`config.mk`:
```
export PLATFORM = sky130hd
export DESIGN_NAME = rgbds_cfg_regs
export DESIGN_NICKNAME = d
export VERILOG_FILES = /design/src/rtl/core/rgbds_pkg.sv /design/src/rtl/core/rgbds_cfg_regs.sv
export SDC_FILE = /design/constraint.sdc
export NUM_CORES = 1
export LEC_CHECK = 0
export BUFFER_PORTS_ARGS = -buffer_cell sky130_fd_sc_hd__buf_4
export CAP_MARGIN = 5
export CORE_MARGIN = 1
export CORE_UTILIZATION = 45
export DETAILED_ROUTE_END_ITERATION = 7
export PLACE_DENSITY = 0.83
export SYNTH_ARGS = -nofsm -noshare
export SYNTH_HDL_FRONTEND = slang
export SYNTH_SLANG_ARGS = --single-unit
```
`constraint.sdc`:
```
create_clock -name clk -period 2.9 [get_ports clk]
set_clock_uncertainty 0.15 [all_clocks]
set_input_delay 0.58 -clock clk [delete_from_list [all_inputs] [get_ports clk]]
set_output_delay 0.58 -clock clk [all_outputs]
set_load 0.01 [all_outputs]
```
`src/rtl/core/rgbds_pkg.sv`:
```
package rgbds_pkg;

  // Line store geometry. The widest line held is MAX_WIDTH pixels.
  localparam int MAX_WIDTH    = 4096;
  localparam int LINE_ENTRIES = MAX_WIDTH / 2;
  localparam int COL_W        = $clog2(MAX_WIDTH);
  localparam int LINE_ADDR_W  = COL_W - 1;

  // Row counter wraps at this many rows whatever the height register says.
  localparam int MAX_HEIGHT = 4096;
  localparam int ROW_W      = $clog2(MAX_HEIGHT);

  // Size registers and channel widths.
  localparam int DIM_W  = 13;
  localparam int CHAN_W = 8;
  localparam int PAIR_W = CHAN_W + 1;
  localparam int QUAD_W = CHAN_W + 2;

  // Common width for position against size compares.
  localparam int CMP_W = ((COL_W > DIM_W) ? COL_W : DIM_W) + 1;

  // Largest width the line store can take, as seen through the register width.
  localparam int MAX_W_DIM = (MAX_WIDTH > (2 ** DIM_W) - 1) ? (2 ** DIM_W) - 1 : MAX_WIDTH;

  // Reset sizes.
  localparam logic [DIM_W-1:0] WIDTH_RST  = DIM_W'(640);
  localparam logic [DIM_W-1:0] HEIGHT_RST = DIM_W'(480);

  // APB port.
  localparam int PADDR_W = 3;
  localparam int PDATA_W = 32;

  typedef enum logic [0:0] {
    REG_IN_WIDTH  = 1'b0,
    REG_IN_HEIGHT = 1'b1
  } reg_idx_t;

  // Sizes as the datapath uses them, after clamping.
  typedef struct packed {
    logic [DIM_W-1:0] width;
    logic [DIM_W-1:0] height;
  } dims_t;

  // One line store entry: three horizontal pair sums, red in the low bits.
  typedef struct packed {
    logic [PAIR_W-1:0] blue;
    logic [PAIR_W-1:0] green;
    logic [PAIR_W-1:0] red;
  } pair_sum_t;

  // Access request to the line store.
  typedef struct packed {
    logic                   we;
    logic [LINE_ADDR_W-1:0] waddr;
    pair_sum_t              wdata;
    logic                   re;
    logic [LINE_ADDR_W-1:0] raddr;
  } line_req_t;

  // Rounded mean of two pair sums: (a + b + 2) / 4.
  function automatic logic [CHAN_W-1:0] quad_mean(input logic [PAIR_W-1:0] a,
                                                  input logic [PAIR_W-1:0] b);
    logic [QUAD_W-1:0] sum;
    sum = QUAD_W'(a) + QUAD_W'(b) + QUAD_W'(2);
    return sum[QUAD_W-1:2];
  endfunction

endpackage

```
`src/rtl/core/rgbds_cfg_regs.sv`:
```
module rgbds_cfg_regs (
  input  logic                            clk,
  input  logic                            rst_n,
  input  logic                            psel,
  input  logic                            penable,
  input  logic                            pwrite,
  input  logic [rgbds_pkg::PADDR_W-1:0]   paddr,
  input  logic [rgbds_pkg::PDATA_W-1:0]   pwdata,
  output logic [rgbds_pkg::PDATA_W-1:0]   prdata,
  output logic                            pready,
  output rgbds_pkg::dims_t                dims
);
  import rgbds_pkg::*;

  logic [DIM_W-1:0] width_r;
  logic [DIM_W-1:0] width_nxt;
  logic [DIM_W-1:0] height_r;
  logic [DIM_W-1:0] height_nxt;
  logic             wr_en;
  reg_idx_t         reg_idx;

  assign pready  = 1'b1;
  assign wr_en   = psel && penable && pwrite;
  assign reg_idx = reg_idx_t'(paddr[2]);

  // Register write decode.
  always_comb begin
    width_nxt  = width_r;
    height_nxt = height_r;
    if (wr_en) begin
      case (reg_idx)
        REG_IN_WIDTH:  width_nxt  = pwdata[DIM_W-1:0];
        REG_IN_HEIGHT: height_nxt = pwdata[DIM_W-1:0];
        default: begin
          width_nxt  = width_r;
          height_nxt = height_r;
        end
      endcase
    end
  end

  always_ff @(posedge clk) begin
    if (!rst_n) begin
      width_r  <= WIDTH_RST;
      height_r <= HEIGHT_RST;
    end else begin
      width_r  <= width_nxt;
      height_r <= height_nxt;
    end
  end

  // Read back the raw register values.
  always_comb begin
    case (reg_idx)
      REG_IN_WIDTH:  prdata = PDATA_W'(width_r);
      REG_IN_HEIGHT: prdata = PDATA_W'(height_r);
      default:       prdata = '0;
    endcase
  end

  // A zero size acts as one; the width is limited to the line store.
  always_comb begin
    if (width_r == '0) begin
      dims.width = DIM_W'(1);
    end else if (width_r > DIM_W'(MAX_W_DIM)) begin
      dims.width = DIM_W'(MAX_W_DIM);
    end else begin
      dims.width = width_r;
    end
    dims.height = (height_r == '0) ? DIM_W'(1) : height_r;
  end

endmodule

```
After elaboration in Yosys (flattened, before gate mapping)
Index checks and enable logic that the tools add are counted.

word-level totals
  flip-flop bits (word level) = 26
  latch bits = 0
  RAM bits = 0
  memory bits (read-only) = 0
  bits of input ports = 40
  output and inout port bits = 59
  logic and storage cells = 14
  memories = 0

cells by class
  $add $sub $neg = 0
  multipliers = 0
  divide/modulo/power cells = 0
  magnitude comparators = 1
  equality and inequality tests = 0
  shift-type cells = 0
  multiplexer cells = 4
  bitwise logic cells = 1
  reductions and logical operators = 6

operators with widths
  cell                    count
  $pmux W32 S2            1
  $mux W13                3
  $logic_not A13 Y1       2
  $gt A13 B13 Y1 const B  1
  $reduce_and A2 Y1       2
  $logic_and A1 B1 Y1     2
  $not A1 Y1              1

Longest topological paths before layout
  word-level depth = 3
  depth in mapped cells = 5
  mapped depth without buffers = 2

Worst setup path before layout
Ideal clock, no wire load.

  path kind = input to output
  start = input port paddr[2] in the netlist's numbering
  end = output port prdata[0] in the netlist's numbering
  arrival = 1.272 ns
  required time = 2.170 ns
  path slack = 0.898 ns
  cell stages on the path = 3
  path buffers = 2
  cell sequence = buf_4 -> buf_2 -> mux2_2

between the ends
  cells in the longest elaborated chain, start to end = 2

RTL lines
  item                         line                  text
  start: declaration           rgbds_cfg_regs.sv:7   input logic [rgbds_pkg::PADDR_W-1:0] paddr,
  $not A1 Y1 (no source line)  -
  $pmux W32 S2 (*)             rgbds_cfg_regs.sv:54  case (reg_idx)
  end: declaration             rgbds_cfg_regs.sv:9   output logic [rgbds_pkg::PDATA_W-1:0] prdata,

Mark *: on every way between the ends. The rest lies on a longest branch, timed or not. The select of a mux whose other input is x is not followed.

==> metrics.txt <==
status=finished, final reports clean; Final min period=2340 ps; post-synth top area share=roughly 34%; worst endpoint required time=~2200 ps; most common cell in the netlist=nand2_1; Tot Pwr=about 0.73 mW; Port Buffer Count=57; final worst-path cycle share=80.6%; Main synth FF type=dfxtp_1; peak fanout along the critical path=15; clock buffer depth=2; Seq/Total Area, Yosys=33.8%; Hold Buf Count CTS=0; Die H=60.5 µm; drt via density=between 4 and 5; most frequent cells after synthesis=nand2_1 (33), dfxtp_1 (26), mux2i_1 (26), nor2b_1 (22), buf_4 (21); Antenna diodes=0; Critical Path AT=~1600 ps; P_int=0.561 mW; Leak=0.867 nW; chip width=60.5 µm; CP startpoint=width_r[12]; clk_lat worst skew=320 ps; Post-Route WL=3240 µm; DR vias=around 1200; ratio of cells with drive above 1 in the final layout=35.0%; DR WL/cell=12.5 µm; CTS resizes=0; FP Rows=20; TNS Setup=0 ps; Distinct cells, synth=19; root buf cell=clkbuf_4; synthesized area per cell=8.66 µm²; DP Cell Count=roughly 250; mapped cell area=around 0.0015 mm²; Finished Core Util=59.8%; DP Worst Slack=856 ps; worst hold start=width_r[0]; nets@finish=255; Logic pwr share=roughly 15%; final setup violation count=0; GRT overflow=0; Core ar.=roughly 0.0032 mm²; Yosys reg bits=26; ys async rst share=0%; vias in the first global route=1046; Switching Share=23.3%; initial DRC count=53; Slew HR=62.4%; DIE AREA=0.00366 mm²; Final HPWL DP=~2400 µm; Pre-antenna DRT Iters=4; dpl cell area=0.00183 mm²; Power Dens Cells=between 300 and 400 mW/mm²; reg2reg start=width_r[12]; Residual DRC=0; Syn-to-layout area delta=22.3%; max-slew violations=0; Peak VDD IR=0.451 mV; R2R depth=2; Num CTS Buffers=3; synth top area cells=dfxtp_1 (34%), mux2i_1 (17%), buf_4 (10%), nor2b_1 (8.9%), mux2_2 (8.8%); io pins=99; final std cells w/o fill=258; synth warn=0; initial core utilization=48.9%; crit path kind=reg -> out; fin worst setup slack=about 560 ps; Least-Margin Pin Slew=563 ps; Critical Path Sink Type=primary output; flip-flop and latch area=between 500 and 600 µm²; initial antenna violation count=0; area occupied by multi-input gates=between 800 and 900 µm²; clock network fraction of total power=33.5%; startpoint types=register; gpl congestion=0.829; Hold Crit Depth=2; CTS sink cnt=26; fmax=around 0.43 GHz; Final Cell Area=~0.0019 mm²; Fin. Hold Viols=0; HP Class=reg -> reg; GRT Total Usage=18.9%; post-synthesis cell count=178; RSZ-0062 raised after global routing=no; post-CTS setup buffers=0; first-pass GRT wire length=5050 µm; cell taking the most area after synthesis=dfxtp_1; Reg clk slew, reported paths=approximately 140 ps; Seq pwr share=between 50% and 60%; Post-synth EDFFs=0; Max Cap Viol=0; Layout fillers=around 290; total number of H-tree levels=1; switching power=0.171 mW; CTS tree=done; Hold WS=334 ps; DRT antenna net count=0; largest net degree at the start of global routing=44
-- cells by family after synthesis --
logic type / Yosys count / share of synthesized area [%]
buf+inv: 45 / 17.5
flops: 26 / 33.8
other cells: 2 / 0.487
compound gates: 3 / 1.54
mux: 38 / 25.6
simple gates: 64 / 21.0
-- power by group through the flow --
stage | Combinational (mW) | Sequential [mW] | Clock (mW)
2_1_floorplan | 0.0918 | 0.378 | 0
3_3_place_gp | 0.112 | 0.382 | 0
3_5_place_dp | 0.114 | 0.383 | 0
4_1_cts | 0.114 | 0.375 | 0.254
5_1_grt | 0.123 | 0.376 | 0.262
6_report | 0.113 | 0.375 | 0.245
-- cell type report --
cell class                      count  share of cell area (%)
Multi-Input combinational cell    125                    43.4
Sequential cell                    26                    27.6
Timing Repair Buffer               58                    23.1
Tap cell                           44                    2.92
Clock inverter                      1                    1.59
Clock buffer                        3                    1.19
Inverter                            1                   0.199
-- final timing paths --
path / end / slack, ps
setup / recovery: dims[13] / 560
hold / removal: width_r[0] / 330
setup reg to reg: width_r[12] / 1770
hold reg to reg: width_r[0] / 330
-- state kept, by name, summed over array words and instances (netlist names) --
register / cells
height_r: 13
width_r: 13
-- layer usage --
layer  GRT usage [%]  share of wire, %
met1            22.8                44
met2            33.8                49
met3            5.12               6.8
met4            3.57              0.40
met5               0                 0
-- placed cells by master (no fill, tap or decap), types with 3 or more instances in the layout --
master / Yosys / final
buf_4: 21 / 58
nand2_1: 33 / 33
mux2i_1: 26 / 26
dfxtp_1: 26 / 26
nor2b_1: 22 / 22
conb_1: 2 / 20
mux2_2: 12 / 12
nor4_1: 6 / 6
clkbuf_4: 0 / 3
-- worst max-delay path, stage by stage, from the launching register on --
cell	delay [ps]
dfxtp_1	710
nor4_1	130
a32o_1	300
buf_4	150
No activity file was read; power rests on OpenSTA's default activity.
